### src/rtl/lmis_pkg.sv
// Shared types and constants for the line marker indent stripper.
`timescale 1ns / 1ps

package lmis_pkg;

  localparam int MARKER_SLOTS = 8;   // bytes held by the marker register
  localparam int MARKER_MAX   = 8;   // longest usable marker
  localparam int QCOUNT_W     = 3;   // width of a replay count (0..7)

  localparam logic [7:0] CHAR_NL = 8'h0A;
  localparam logic [7:0] CHAR_NUL = 8'h00;

  // Configuration register indexes
  localparam logic [7:0] REG_MARKER_BYTES  = 8'd0;
  localparam logic [7:0] REG_MARKER_LENGTH = 8'd1;

  typedef logic [MARKER_SLOTS-1:0][7:0] marker_t;

  // Effective configuration seen by front and back
  typedef struct packed {
    marker_t    marker;
    logic [3:0] len;      // clamped to MARKER_MAX
  } cfg_t;

  // What closes an output job after its replayed marker bytes
  typedef enum logic [1:0] {
    FIN_NONE,
    FIN_BYTE,
    FIN_END
  } fin_t;

  // One queued job: replay rep_cnt marker bytes, then the closing result
  typedef struct packed {
    logic [QCOUNT_W-1:0] rep_cnt;
    fin_t                fin;
    logic [7:0]          data;
  } job_t;

endpackage

### src/rtl/line_marker_indent_stripper.sv
// Top level of the line marker indent stripper: config registers, front, queue and back.
`timescale 1ns / 1ps

// Byte-stream filter that strips a marker string found at the start of a line.
// Input stream: s_tdata carries one text byte, s_tuser marks end of text (no
// byte carried). Output stream: m_tdata is the passed byte, m_tuser marks the
// end result, m_tlast marks the final result caused by one input transfer.
// Config: cfg_index 0 writes the 64-bit marker (first char in low byte),
// index 1 writes the marker length (0 = pass-through); other indexes are
// dropped. cfg_ready is always high; write only while the stream is idle.
// Path: an input byte goes through the job queue, then the output register, to m_tdata.
// Throughput: one byte per cycle while s_tready is high; a failed partial marker of k
// bytes makes the output side emit k extra results through the single output register.
// The 4-entry job queue absorbs that, so s_tready only drops when it fills.
// Inputs that only advance a match or drop a byte produce no output.
// Reset clears the config registers, match state and queue; line start is set.
// When the receiver stalls, the output register holds its result and the
// queue keeps taking input until it is full.
module line_marker_indent_stripper #(
  parameter int QUEUE_DEPTH = 4
) (
  input  logic        clk,
  input  logic        rst,
  input  logic        s_tvalid,
  output logic        s_tready,
  input  logic [7:0]  s_tdata,    // [7:0] text_byte
  input  logic        s_tuser,    // [0] end_of_text
  output logic        m_tvalid,
  input  logic        m_tready,
  output logic [7:0]  m_tdata,    // [7:0] out_byte
  output logic        m_tuser,    // [0] is_end
  output logic        m_tlast,
  input  logic        cfg_valid,
  output logic        cfg_ready,
  input  logic [7:0]  cfg_index,
  input  logic [63:0] cfg_data
);
  import lmis_pkg::*;

  logic [63:0] marker_bytes;
  logic [3:0]  marker_length;
  cfg_t        cfg;

  logic q_push, q_pop, q_full, q_valid;
  job_t push_job, head_job;

  assign cfg_ready = 1'b1;

  always_ff @(posedge clk) begin
    if (rst) begin
      marker_bytes  <= '0;
      marker_length <= '0;
    end else if (cfg_valid && cfg_ready) begin
      unique case (cfg_index)
        REG_MARKER_BYTES:  marker_bytes  <= cfg_data;
        REG_MARKER_LENGTH: marker_length <= cfg_data[3:0];
        default: ;
      endcase
    end
  end

  assign cfg.marker = marker_bytes;
  assign cfg.len    = (marker_length > 4'(MARKER_MAX)) ? 4'(MARKER_MAX) : marker_length;

  lmis_front u_front (
    .clk      (clk),
    .rst      (rst),
    .cfg      (cfg),
    .in_valid (s_tvalid),
    .in_ready (s_tready),
    .in_byte  (s_tdata),
    .in_end   (s_tuser),
    .q_full   (q_full),
    .push     (q_push),
    .job      (push_job)
  );

  lmis_queue #(
    .DEPTH (QUEUE_DEPTH)
  ) u_queue (
    .clk        (clk),
    .rst        (rst),
    .push       (q_push),
    .push_job   (push_job),
    .pop        (q_pop),
    .full       (q_full),
    .head_valid (q_valid),
    .head_job   (head_job)
  );

  lmis_back u_back (
    .clk        (clk),
    .rst        (rst),
    .cfg        (cfg),
    .head_valid (q_valid),
    .head_job   (head_job),
    .pop        (q_pop),
    .m_tvalid   (m_tvalid),
    .m_tready   (m_tready),
    .m_tdata    (m_tdata),
    .m_tuser    (m_tuser),
    .m_tlast    (m_tlast)
  );

endmodule

### src/rtl/lmis_front.sv
// Front end: tracks line start and marker match state, turns each input into an output job.
`timescale 1ns / 1ps

module lmis_front (
  input  logic           clk,
  input  logic           rst,
  input  lmis_pkg::cfg_t cfg,
  input  logic           in_valid,
  output logic           in_ready,
  input  logic [7:0]     in_byte,
  input  logic           in_end,
  input  logic           q_full,
  output logic           push,
  output lmis_pkg::job_t job
);
  import lmis_pkg::*;

  typedef enum logic [1:0] {
    MODE_NORMAL,
    MODE_MATCHING,
    MODE_AFTER,
    MODE_SKIPPING
  } mode_t;

  mode_t      mode, mode_next;
  logic       line_start, line_start_next;
  logic [3:0] matched, matched_next;
  logic [7:0] skip_char, skip_char_next;

  logic                accept;
  logic                take_normal;
  logic                take_after;
  logic                ls_cur;
  logic [3:0]          matched_inc;
  logic [QCOUNT_W-1:0] rep_capped;
  logic [QCOUNT_W-1:0] prev_idx;
  job_t                job_c;

  assign in_ready = !q_full;
  assign accept   = in_valid && in_ready;

  always_comb begin
    mode_next       = mode;
    line_start_next = line_start;
    matched_next    = matched;
    skip_char_next  = skip_char;
    take_normal     = 1'b0;
    take_after      = 1'b0;
    ls_cur          = line_start;
    matched_inc     = matched + 4'd1;
    rep_capped      = matched[3] ? {QCOUNT_W{1'b1}} : matched[QCOUNT_W-1:0];
    prev_idx        = rep_capped - QCOUNT_W'(1);
    job_c.rep_cnt   = '0;
    job_c.fin       = FIN_NONE;
    job_c.data      = in_byte;

    if (in_end) begin
      if (mode == MODE_MATCHING) job_c.rep_cnt = rep_capped;
      job_c.fin       = FIN_END;
      job_c.data      = CHAR_NUL;
      mode_next       = MODE_NORMAL;
      line_start_next = 1'b1;
      matched_next    = '0;
      skip_char_next  = '0;
    end else if (cfg.len == 4'd0) begin
      // pass-through; flush anything matched under the old marker
      if (mode == MODE_MATCHING) job_c.rep_cnt = rep_capped;
      mode_next       = MODE_NORMAL;
      matched_next    = '0;
      job_c.fin       = FIN_BYTE;
      line_start_next = (in_byte == CHAR_NL);
    end else begin
      unique case (mode)
        MODE_MATCHING: begin
          if (matched >= cfg.len) begin
            take_after = 1'b1;
          end else if (in_byte == cfg.marker[matched[QCOUNT_W-1:0]]) begin
            matched_next = matched_inc;
            if (matched_inc >= cfg.len) mode_next = MODE_AFTER;
          end else begin
            job_c.rep_cnt = rep_capped;
            ls_cur        = (matched != 4'd0) && (cfg.marker[prev_idx] == CHAR_NL);
            matched_next  = '0;
            mode_next     = MODE_NORMAL;
            take_normal   = 1'b1;
          end
        end
        MODE_AFTER: take_after = 1'b1;
        MODE_SKIPPING: begin
          if (in_byte != skip_char) begin
            mode_next   = MODE_NORMAL;
            ls_cur      = 1'b0;
            take_normal = 1'b1;
          end
        end
        MODE_NORMAL: take_normal = 1'b1;
      endcase

      if (take_after) begin
        matched_next = '0;
        if (in_byte == CHAR_NL) begin
          job_c.fin       = FIN_BYTE;
          line_start_next = 1'b1;
          mode_next       = MODE_NORMAL;
        end else begin
          skip_char_next  = in_byte;
          line_start_next = 1'b0;
          mode_next       = MODE_SKIPPING;
        end
      end

      if (take_normal) begin
        if (ls_cur && in_byte == cfg.marker[0]) begin
          line_start_next = 1'b0;
          matched_next    = 4'd1;
          mode_next       = (cfg.len == 4'd1) ? MODE_AFTER : MODE_MATCHING;
        end else begin
          job_c.fin       = FIN_BYTE;
          line_start_next = (in_byte == CHAR_NL);
        end
      end
    end
  end

  assign job  = job_c;
  assign push = accept && (job_c.rep_cnt != '0 || job_c.fin != FIN_NONE);

  always_ff @(posedge clk) begin
    if (rst) begin
      mode       <= MODE_NORMAL;
      line_start <= 1'b1;
      matched    <= '0;
      skip_char  <= '0;
    end else if (accept) begin
      mode       <= mode_next;
      line_start <= line_start_next;
      matched    <= matched_next;
      skip_char  <= skip_char_next;
    end
  end

endmodule

### src/rtl/lmis_queue.sv
// Small job queue between front and back.
`timescale 1ns / 1ps

module lmis_queue #(
  parameter int DEPTH = 4
) (
  input  logic           clk,
  input  logic           rst,
  input  logic           push,
  input  lmis_pkg::job_t push_job,
  input  logic           pop,
  output logic           full,
  output logic           head_valid,
  output lmis_pkg::job_t head_job
);
  import lmis_pkg::*;

  localparam int PTR_W = (DEPTH > 1) ? $clog2(DEPTH) : 1;
  localparam int CNT_W = $clog2(DEPTH + 1);

  job_t             mem [DEPTH];
  logic [PTR_W-1:0] rd_ptr, wr_ptr;
  logic [CNT_W-1:0] count;
  logic             do_push, do_pop;

  assign full       = (count == CNT_W'(DEPTH));
  assign head_valid = (count != '0);
  assign head_job   = mem[rd_ptr];
  assign do_push    = push && !full;
  assign do_pop     = pop && head_valid;

  always_ff @(posedge clk) begin
    if (do_push) mem[wr_ptr] <= push_job;
  end

  always_ff @(posedge clk) begin
    if (rst) begin
      rd_ptr <= '0;
      wr_ptr <= '0;
      count  <= '0;
    end else begin
      if (do_push) wr_ptr <= (wr_ptr == PTR_W'(DEPTH - 1)) ? '0 : wr_ptr + PTR_W'(1);
      if (do_pop)  rd_ptr <= (rd_ptr == PTR_W'(DEPTH - 1)) ? '0 : rd_ptr + PTR_W'(1);
      if (do_push && !do_pop)      count <= count + CNT_W'(1);
      else if (do_pop && !do_push) count <= count - CNT_W'(1);
    end
  end

endmodule

### src/rtl/lmis_back.sv
// Back end: expands queued jobs into output results through the output register.
`timescale 1ns / 1ps

module lmis_back (
  input  logic           clk,
  input  logic           rst,
  input  lmis_pkg::cfg_t cfg,
  input  logic           head_valid,
  input  lmis_pkg::job_t head_job,
  output logic           pop,
  output logic           m_tvalid,
  input  logic           m_tready,
  output logic [7:0]     m_tdata,
  output logic           m_tuser,
  output logic           m_tlast
);
  import lmis_pkg::*;

  logic [QCOUNT_W-1:0] idx, idx_next;
  logic                step;
  logic                in_replay;
  logic                has_fin;
  logic                job_done;
  logic [7:0]          res_data;
  logic                res_end;
  logic                res_last;

  assign step = head_valid && (!m_tvalid || m_tready);

  always_comb begin
    in_replay = (idx < head_job.rep_cnt);
    has_fin   = (head_job.fin != FIN_NONE);
    if (in_replay) begin
      res_data = cfg.marker[idx];
      res_end  = 1'b0;
      res_last = ({1'b0, idx} + 4'd1 == {1'b0, head_job.rep_cnt}) && !has_fin;
      job_done = res_last;
    end else begin
      res_end  = (head_job.fin == FIN_END);
      res_data = res_end ? CHAR_NUL : head_job.data;
      res_last = 1'b1;
      job_done = 1'b1;
    end
    idx_next = idx;
    if (step) idx_next = job_done ? '0 : idx + QCOUNT_W'(1);
  end

  assign pop = step && job_done;

  always_ff @(posedge clk) begin
    if (rst) begin
      idx      <= '0;
      m_tvalid <= 1'b0;
    end else begin
      idx <= idx_next;
      if (step)          m_tvalid <= 1'b1;
      else if (m_tready) m_tvalid <= 1'b0;
    end
  end

  always_ff @(posedge clk) begin
    if (step) begin
      m_tdata <= res_data;
      m_tuser <= res_end;
      m_tlast <= res_last;
    end
  end

endmodule

### config.mk
export PLATFORM = sky130hd
export DESIGN_NAME = line_marker_indent_stripper
export DESIGN_NICKNAME = d
export VERILOG_FILES = /design/src/rtl/lmis_pkg.sv /design/src/rtl/line_marker_indent_stripper.sv /design/src/rtl/lmis_front.sv /design/src/rtl/lmis_queue.sv /design/src/rtl/lmis_back.sv
export SDC_FILE = /design/constraint.sdc
export NUM_CORES = 1
export LEC_CHECK = 0
export BUFFER_PORTS_ARGS = -buffer_cell sky130_fd_sc_hd__buf_2
export CAP_MARGIN = 20
export CORE_MARGIN = 2
export CORE_UTILIZATION = 45
export CTS_BUF_LIST = sky130_fd_sc_hd__clkbuf_4 sky130_fd_sc_hd__clkbuf_8 sky130_fd_sc_hd__clkbuf_16
export DETAILED_ROUTE_END_ITERATION = 10
export GPL_TIMING_DRIVEN = 0
export HOLD_SLACK_MARGIN = 0.02
export PLACE_DENSITY = 0.7
export SLEW_MARGIN = 15
export SYNTH_ARGS = -nofsm -noshare
export SYNTH_HDL_FRONTEND = slang
export SYNTH_HIERARCHICAL = 1
export SYNTH_SLANG_ARGS = --single-unit
### constraint.sdc
create_clock -name clk -period 5.9 [get_ports clk]
set_clock_uncertainty 0.15 [all_clocks]
set_input_delay 0.59 -clock clk [delete_from_list [all_inputs] [get_ports clk]]
set_output_delay 0.59 -clock clk [all_outputs]
set_load 0.05 [all_outputs]
== Word-level counts from Yosys, hierarchy flattened ==
Memories as Yosys holds them, arrays and structs flattened. A register that Yosys moved wholly into a read port is not among the register bits.
Cells that the tools add are included.

* Multiplexer cells: 79
* Equal/unequal tests: 17
* Order comparisons: 7
* Add/sub/neg operators: 8
* Reductions and logical operators: 34

{| class="wikitable"
|+ Operators with widths
! cell !! count
|-
| two-way mux 8 bit || 10
|-
| binary-select mux 8 bit (select 3 bit) || 3
|-
| two-way mux 2 bit || 18
|-
| two-way mux 4 bit || 9
|-
| two-way mux 1 bit || 25
|-
| two-way mux 3 bit || 8
|-
| == test 8 x 4 -> 1 bit, second input constant || 2
|-
| == test 8 bit || 2
|-
| less-than comparator 3 x 4 -> 1 bit, second input constant || 3
|-
| logical AND 1 bit || 11
|-
| == test 2 bit, second input constant || 5
|-
| two-way mux 5 bit || 2
|-
| nonzero test 2 bit || 5
|-
| == test 8 x 1 -> 1 bit, second input constant || 1
|-
| >= comparator 4 bit || 2
|-
| zero test 8 bit || 1
|-
| != test 8 bit || 1
|-
| nonzero test 4 bit || 2
|-
| adder 3 x 1 -> 3 bit, second input constant || 2
|-
| AND reduction 2 bit || 3
|-
| nonzero test 3 bit || 2
|-
| subtractor 3 x 1 -> 3 bit, second input constant || 2
|-
| zero test 1 bit || 5
|-
| adder 2 x 1 -> 2 bit, second input constant || 2
|-
| 16 further kinds || 19
|}

* Register bits: 104
* Memories kept: 1
* Input bits: 86
* RAM bits: 52

{| class="wikitable"
|+ Memories
! memory !! words !! bits a word !! read ports !! clocked after Yosys merged registers in !! write ports !! line !! text
|-
| u_queue.mem || 4 || 13 || 1 || 1 || 1 || lmis_queue.sv:21 || <nowiki>job_t mem [DEPTH];</nowiki>
|}

== Depth between registers and ports, before layout ==
Gate-level depths: netlist of run 1.

* Word-level depth: 24
* Gate-level depth with buffers: 20
* Depth with buffers taken out: 18

== Cells and area by module ==
Netlist of run 1, hierarchy kept.

{| class="wikitable"
|+ By module, submodules not included
! module !! seq. area each (um^2) !! times used !! cells an instance !! area an instance (um^2)
|-
| line_marker_indent_stripper || 1361.3 || 1 || 328 || 3240.6
|-
| lmis_front || 300.3 || 1 || 319 || 2448.6
|-
| lmis_queue || 1741.7 || 1 || 117 || 2363.5
|-
| lmis_back || 380.4 || 1 || 100 || 1216.2
|}

== Worst setup path before layout of run 1 ==
OpenSTA, ideal clock, no wires.

* Kind: register to register
* From: register u_front.matched[2]
* To: register u_queue.count[2]
* Path slack: 1.476 ns
* Path buffers: 3
* Library setup time: 0.070 ns
* Arrival: 4.204 ns
* Period minus slack after synthesis: 4.424 ns
* Stages on the path, launching flop included: 21
* Cells stage by stage: dfxtp_1 -> buf_2 -> buf_1 -> mux4_2 -> mux2i_1 -> xor2_1 -> o21ai_1 -> or4_4 -> buf_6 -> nand2_1 -> mux2i_1 -> o211ai_1 -> a31oi_1 -> inv_1 -> nor2_2 -> ha_1 -> inv_1 -> fa_1 -> xor2_1 -> or3_2 -> a21oi_1

* Word-level cells in the longest chain between the ends: 23

{| class="wikitable"
|+ RTL lines
! item !! line !! text
|-
| start, declared || lmis_front.sv:27 || <nowiki>logic [3:0] matched, matched_next;</nowiki>
|-
| start signal, assigned || lmis_front.sv:137 || <nowiki>matched <= matched_next;</nowiki>
|-
| two-way mux 3 bit || lmis_front.sv:51 || <nowiki>rep_capped = matched[3] ? {QCOUNT_W{1'b1}} : matched[QCOUNT_W-1:0];</nowiki>
|-
| subtractor 3 x 1 -> 3 bit || lmis_front.sv:52 || <nowiki>prev_idx = rep_capped - QCOUNT_W'(1);</nowiki>
|-
| binary-select mux 8 bit (select 3 bit) || lmis_front.sv:82 || <nowiki>ls_cur = (matched != 4'd0) && (cfg.marker[prev_idx] == CHAR_NL);</nowiki>
|-
| two-way mux 8 bit (implied by the code) || lmis_front.sv:82 ||
|-
| == test 8 x 4 -> 1 bit || lmis_front.sv:82 ||
|-
| logical AND 1 bit || lmis_front.sv:82 ||
|-
| two-way mux 1 bit || lmis_front.sv:77 || <nowiki>end else if (in_byte == cfg.marker[matched[QCOUNT_W-1:0]]) begin</nowiki>
|-
| two-way mux 1 bit || lmis_front.sv:75 || <nowiki>if (matched >= cfg.len) begin</nowiki>
|-
| [... 9 more ...] || -- ||
|-
| logical OR 1 bit * || lmis_front.sv:126 || <nowiki>assign push = accept && (job_c.rep_cnt != '0 || job_c.fin != FIN_NONE);</nowiki>
|-
| logical AND 1 bit * || lmis_front.sv:126 ||
|-
| net q_push || line_marker_indent_stripper.sv:44 || <nowiki>logic q_push, q_pop, q_full, q_valid;</nowiki>
|-
| logical AND 1 bit * || lmis_queue.sv:29 || <nowiki>assign do_push = push && !full;</nowiki>
|-
| net u_queue.do_push || lmis_queue.sv:24 || <nowiki>logic do_push, do_pop;</nowiki>
|-
| zero test 1 bit || lmis_queue.sv:45 || <nowiki>else if (do_pop && !do_push) count <= count - CNT_W'(1);</nowiki>
|-
| logical AND 1 bit || lmis_queue.sv:45 ||
|-
| nonzero test 2 bit (no source line) || -- ||
|-
| end signal, assigned || lmis_queue.sv:44 || <nowiki>if (do_push && !do_pop) count <= count + CNT_W'(1);</nowiki>
|-
| end signal, assigned || lmis_queue.sv:45 ||
|-
| end, declared || lmis_queue.sv:23 || <nowiki>logic [CNT_W-1:0] count;</nowiki>
|}

The timed path passes the listed nets; every way through them passes the cells marked *. The select of a mux whose other input is x is not followed.
A chain may end at the register's enable or synchronous reset.

== Worst setup path after layout of run 1 ==
Ends and elaborated chain as after synthesis.

==> results of run 1 <==
==> registers in the layout (all words and copies together), names as in the netlist, named ones only <==
register / flops
u_queue/count: 3
marker_bytes: 64
marker_length: 4
u_back/m_tuser: 1
u_front/skip_char: 8
u_back/m_tvalid: 1
u_front/mode: 2
u_queue/rd_ptr: 2
u_back/idx: 3
u_front/matched: 4
u_front/line_start: 1
u_back/m_tlast: 1
u_back/m_tdata: 8
u_queue/mem: 52
u_queue/wr_ptr: 2
==> synthesized netlist by cell type (23+ instances only) <==
cell type and n:
a21oi_1 87, dfxtp_1 96, nand4b_1 60, o31ai_1 50, mux2i_1 37, clkbuf_1 35
mux4_2 23, inv_1 23, edfxtp_1 62, o21ai_0 24, ha_1 24, nand2_1 59
==> kinds of logic after synthesis <==
family,after synthesis,share of synthesized area (%)
adders and majority gates,25,3.46
buffers and inverters,98,6.24
and+or+nand+nor,254,17.4
other,1,0.0405
xor gates and xnor gates,25,2.51
muxes,74,12.6
AOI/OAI and AO/OA,229,17.0
DFF,158,40.8
==> area by class of cell <==
class	count	area share (%)
tap	270	3.16
inverter	25	0.926
clock buffer	18	4.06
buffer	73	4.49
sequential	158	35.4
timing repair buffer	96	4.50
clock inverter	14	1.45
multi-input combinational	608	46.0
==> critical path, stage by stage (launching register included) <==
cell and delay (ns):
dfxtp_1 0.38, buf_2 0.26, buf_1 0.51, mux4_2 0.43, mux2i_1 0.23, xor2_1 0.16
o21ai_1 0.07, or4_4 0.43, buf_6 0.17, nand2_1 0.09, mux2i_1 0.18, o211ai_1 0.13
a31oi_1 0.43, inv_1 0.14, nor2_2 0.18, ha_1 0.20, inv_1 0.06, fa_1 0.37
xor2_1 0.16, or3_2 0.40, a21oi_1 0.16
==> final timing paths <==
check | start | end | slack, ns | depth (start not counted)
worst min-delay path | cfg_data[57] | marker_bytes[57] | 0.29 | 3
worst max register to register | u_front/matched[2] | u_queue/count[2] | 0.54 | 20
worst min register to register | marker_length[0] | marker_length[0] | 0.33 | 2
worst max-delay path | u_front/matched[2] | u_queue/count[2] | 0.54 | 20
==> per-stage QoR <==
step	cell area, um2	hold slack (ns)	worst slack, ns	utilization [%]	instances
global route	10700	0.289	0.340	52.8	1262
detailed placement	10100	0.321	0.653	49.9	1230
finish	10700	0.285	0.541	52.8	1262
global placement	10100	0.312	0.741	49.9	1230
CTS	10700	0.280	0.628	52.8	1262
floorplan	9270	0.298	1.48	-	864
==> power breakdown <==
| group | leakage (nW) | internal, mW | switching, mW |
|---|---|---|---|
| Sequential | 1.36 | 1.27 | 0.0475 |
| Clock | 0.285 | 0.636 | 0.467 |
| Combinational | 2.12 | 0.278 | 0.491 |
| Total | 3.76 | 2.19 | 1.00 |
==> metal layers <==
layer  routed length, um  track usage, %  vias to the layer above
li1                    -               -                     3579
met1               11100            30.7                     3601
met2               11700            37.1                      273
met3                1600            4.66                       52
met4                 601            7.79                        0
met5                   0               0                        -
==> results.toml, run 1 <==
[outcome]
status = "finished clean"

[timing]
maxSlewViolCount = 0
fin_crit_sh_pct = 90.8
finalSetupTns_ns = 0
period_minus_slack_ns = 5.36
finalHoldViolations = 0
worstMarginPinSlew_ns = 0.877
setup_viol = 0
fmax_mhz = 187
rsz0062_at_grt = "false"
max_slew_margin_pct = 41.4

[cts]
cts_max_level = 4
cts_made_buffers = 17
root_buffer = "clkbuf_16"
post_cts_buffers = 0
cts_resized = 0
cts_tree = "built"
cts-hold-fix-buffers = 0
clkSlewWorstSetupHoldPaths_ns = 0.07
cts.sinks = 158
cts_max_path_buffers = 2
worstSkewPairLatency_ns = 0.43

[flow_run]
cap_viol_max_count = 0

[power_and_ir_drop]
p_leak_nw = 3.76
peakVddDrop_mv = 0.168
fin_total_pwr_mw = 3.19
cellPowerDensity_nw_per_um2 = 299

[floorplanning]
start_util_pct = 45.8
die_h_um = 148
io_pins = 99
fp-row-count = 52
die_width_um = 148
core-area_um2 = 20200
die-area_um2 = 21800

[worst_setup_path]
required_ns = 6.10
endpoint_kind = "flip-flop"
start_kind = "flip-flop"
cp.arrival_ns = 5.56
path_max_fanout = 10
setup.worst_path.class = "reg -> reg"

[finish]
antenna_cells = 0
drive_gt1_share_pct = 22.9
multiInputGateArea_um2 = 4910
regArea_um2 = 3780
area_growth_pct = 15.2
final_common_cell = "buf_2"
n_fill_cell = 1744
final_cell_mix = "buf_2 (107), dfxtp_1 (96), a21oi_1 (87), edfxtp_1 (62), nand4b_1 (60)"
nNetsFinal = 1090

[logic_synthesis]
synth.largest_area_cell = "dfxtp_1"
ys.flop_type = "dfxtp_1"
yosysUniqueCellTypes = 77
synth-seq-cells = 158
async_flop_share_pct = 0
synthCells = 864
synth-warning-count = 6
ys_seq_area_share_pct = 40.8
synth-edff-count = 62
synth_fp_nets = 975
synth_area_per_cell_um2 = 10.7
synth_area_um2 = 9270
yosysTopAreaCellShare_pct = 20.7
yosys-top-cells-area = "dfxtp_1 (21%), edfxtp_1 (20%), nand4b_1 (5.7%)"

[routing]
drt-initial-drc-count = 633
wl_um = 25000
avgRoutedWirePerCell_um = 19.8
viasPerCell = 5.95
dr_total_vias = 7505
drc = 0
drt_first_pass_iters = 4
ant_nets = 0

[global_routing]
antenna_found_initial = 0
grt_util_all_layers_pct = 22.9
overflow = 0
grt_pass1_vias = 7201
grt_pass1_wl_um = 38900
grt_max_degree = 17

[placement]
hpwl_um = 18700
port_buffers = 96
place_congestion = 0.960

[hold_path]
min_path_type = "in -> reg"
No activity file was read; power rests on OpenSTA's default activity.
==> run 2: changes to the inputs <==
--- a/config.mk
+++ b/config.mk
@@ -5,6 +5,7 @@
 export SDC_FILE = /design/constraint.sdc
 export NUM_CORES = 1
 export LEC_CHECK = 0
+export ABC_AREA = 1
 export BUFFER_PORTS_ARGS = -buffer_cell sky130_fd_sc_hd__buf_2
 export CAP_MARGIN = 20
 export CORE_MARGIN = 2
==> run 2 against run 1 <==
Compared with the run above:
- critical path depth up 5
- sequential share of layout area shrank 1.3 points
- core utilization is essentially flat
- worst hold slack worse by 0.0049 ns
- final area is 3.9% higher
- fmax is 27% higher
- sequential power hardly changed
- total power grew 19%
- critical path type unchanged
==> results.toml, run 2 <==
[power_and_ir_drop]
clock_power_share_pct = 28.9
p_seq_share_pct = 35.5
combPwrFrac_pct = 35.6
cellPowerDensity_nw_per_um2 = 341
p_switching_mw = 1.45
swShare_pct = 38.4
intPower_mw = 2.33
peakVddDrop_mv = 0.177
fin_total_pwr_mw = 3.79
p_leak_nw = 5.05

[routing]
wl_met1_um = 11800
wl_met3_um = 1780
viasPerCell = 5.08
route.met2.wl_um = 12900
dr_total_vias = 9009
drt_first_pass_iters = 6
drc = 0
wl_um = 27100
ant_nets = 0
drt-initial-drc-count = 809
avgRoutedWirePerCell_um = 15.3
top_layer = "met4"

[global_routing]
grt_pass1_wl_um = 42700
antenna_found_initial = 0
grt_util_all_layers_pct = 24.7
grt_max_degree = 18
grt_pass1_vias = 8385
overflow = 0

[logic_synthesis]
synth_xor_area_share_pct = 1.81
synth_area_per_cell_um2 = 7.07
async_flop_share_pct = 0
synth_top_family_by_area = "simple AND/OR/NAND/NOR gates"
synth-edff-count = 62
synth_area_um2 = 9650
synthCells = 1366
ys_seq_area_share_pct = 39.2
synth-compound-area-share_pct = 8.77
synth-warning-count = 6
synth-simple-area-share_pct = 34.0
yosys.area_share.adder_pct = 3.32
synth_most_common_cell = "nand2_1"
synth-seq-cells = 158
yosys-top-cells-area = "dfxtp_1 (20%), edfxtp_1 (19%), nand2_1 (11%)"
synth_fp_nets = 1477
synth_commonest_cells = "nand2_1 (276), nor2_1 (272), inv_1 (177), nand3_1 (152), dfxtp_1 (96)"
yosysTopAreaCellShare_pct = 19.9
muxShareOfSynthArea_pct = 0
ys.flop_type = "dfxtp_1"
yosysUniqueCellTypes = 48
synth.largest_area_cell = "dfxtp_1"

[floorplanning]
die_width_um = 150
start_util_pct = 45.9
fp-row-count = 53
die-area_um2 = 22600
io_pins = 99
core-area_um2 = 21000
die_h_um = 150

[finish]
largest_register = "marker_bytes"
area_growth_pct = 14.9
nNetsFinal = 1595
drive_gt1_share_pct = 16.8
final_common_cell = "nand2_1"
antenna_cells = 0
largest_reg_flops = 64
fin_util_pct = 52.8
top_regs = "marker_bytes (64), u_queue/mem (52)"
final_cell_mix = "nand2_1 (276), nor2_1 (270), inv_1 (177), nand3_1 (152), buf_2 (120)"

[timing]
whs_ns = 0.281
fmax_mhz = 237
rsz0062_at_grt = "false"
finalSetupTns_ns = 0
worstMarginPinSlew_ns = 1.15
maxSlewViolCount = 0
finalHoldViolations = 0
max_slew_margin_pct = 23.1
period_minus_slack_ns = 4.23
fin_crit_sh_pct = 71.6
setup_slack_ns = 1.67
setup_viol = 0

[cts]
clkSlewWorstSetupHoldPaths_ns = 0.07
cts_made_buffers = 17
cts_resized = 0
cts_tree = "built"
cts_max_path_buffers = 2
worstSkewPairLatency_ns = 0.43
cts.sinks = 158
cts-hold-fix-buffers = 0
cts_max_level = 4
post_cts_buffers = 0
root_buffer = "clkbuf_16"

[worst_setup_path]
required_ns = 6.08
r2r-end = "u_queue/count[1]"
path_max_fanout = 8
start_kind = "flip-flop"
cp.arrival_ns = 4.40
worstReg2RegStart = "marker_length[1]"
startpoint = "marker_length[1]"
worst-r2r-setup-slack_ns = 1.67
ff2ff_path_depth = 25
endpoint_kind = "flip-flop"
setup.worst_path.class = "reg -> reg"
cp-endpoint = "u_queue/count[1]"

[placement]
hpwl_um = 20900
place_ws_ns = 1.74
port_buffers = 97
place_congestion = 0.964

[flow_run]
cap_viol_max_count = 0

[outcome]
status = "finished clean"

[hold_path]
min_path_type = "in -> reg"
==> run 2: cell count changes in the layout (fill, tap and decap cells not counted), moves of 16 or more <==
cell / delta
a21oi_1: -57
clkbuf_1: -31
inv_1: +154
mux2i_1: -37
mux4_2: -23
nand2_1: +217
nand2b_1: -17
nand3_1: +138
nand4b_1: -60
nor2_1: +249
nor2_2: +16
o21ai_0: +18
o21ai_1: +22
o31ai_1: -48
==> run 2: per-stage QoR <==
stage | area [um2] | cells
global placement | 10500 | 1738
CTS | 11100 | 1772
finish | 11100 | 1772
detailed placement | 10500 | 1740
global route | 11100 | 1772
floorplan | 9650 | 1366
==> run 2: how the worst min path moves through the flow <==
stage | startpoint | to | slack (ns) | cells after the start
after floorplan | marker_length[0] | marker_length[0] | 0.31 | 2
after global placement | u_front/skip_char[0] | u_front/skip_char[0] | 0.32 | 2
after detailed placement | u_front/skip_char[4] | u_front/skip_char[4] | 0.32 | 2
after CTS | m_tready | u_back/m_tvalid | 0.26 | 4
after global routing | m_tready | u_back/m_tvalid | 0.31 | 4
final | m_tready | u_back/m_tvalid | 0.28 | 4
==> run 2: area by class of cell <==
type | count | area (um2)
repair buffers | 99 | 508
fillers | 2068 | 9930
well taps | 275 | 344
clock buffers | 18 | 433
clock inverters | 14 | 148
inverters | 191 | 727
plain buffers | 65 | 515
flip-flops and latches | 158 | 3780
multi-input cells | 952 | 4630
==> run 2: per-layer routing <==
metal	vias to the layer above	GRT usage, %
met5	-	0
met4	0	8.44
met3	33	4.33
met2	296	41.6
met1	4101	32.0
li1	4579	-
==> run 2: cells by family after synthesis <==
kind of cell	after synthesis
xor+xnor	20
flops	158
simple gates	763
fa+ha+maj	25
other cells	1
buf+inv	256
compound gates	143
==> run 2: power groups by stage <==
stage	logic [mW]	clock network (mW)	registers, mW
after floorplan	0.850	0	1.50
after global placement	1.31	0	1.37
after detailed placement	1.34	0	1.37
after CTS	1.34	1.11	1.35
after global routing	1.49	1.15	1.36
final	1.35	1.09	1.35
==> run 2: worst max-delay path, stage by stage, from the launching register on <==
cell,delay [ns]
dfxtp_1,0.31
inv_1,0.07
nand3_1,0.07
a21oi_1,0.18
inv_1,0.11
ha_1,0.33
inv_1,0.07
nor2_1,0.04
o21ai_1,0.10
nand2_1,0.07
a31oi_2,0.30
o21ai_1,0.12
nand2_1,0.24
nor2_1,0.13
or2_2,0.28
inv_1,0.07
nand3_1,0.07
o21ai_1,0.14
inv_1,0.10
nand2_2,0.16
inv_1,0.06
ha_1,0.21
inv_1,0.09
fa_1,0.41
o21ai_0,0.20
nor2_1,0.05
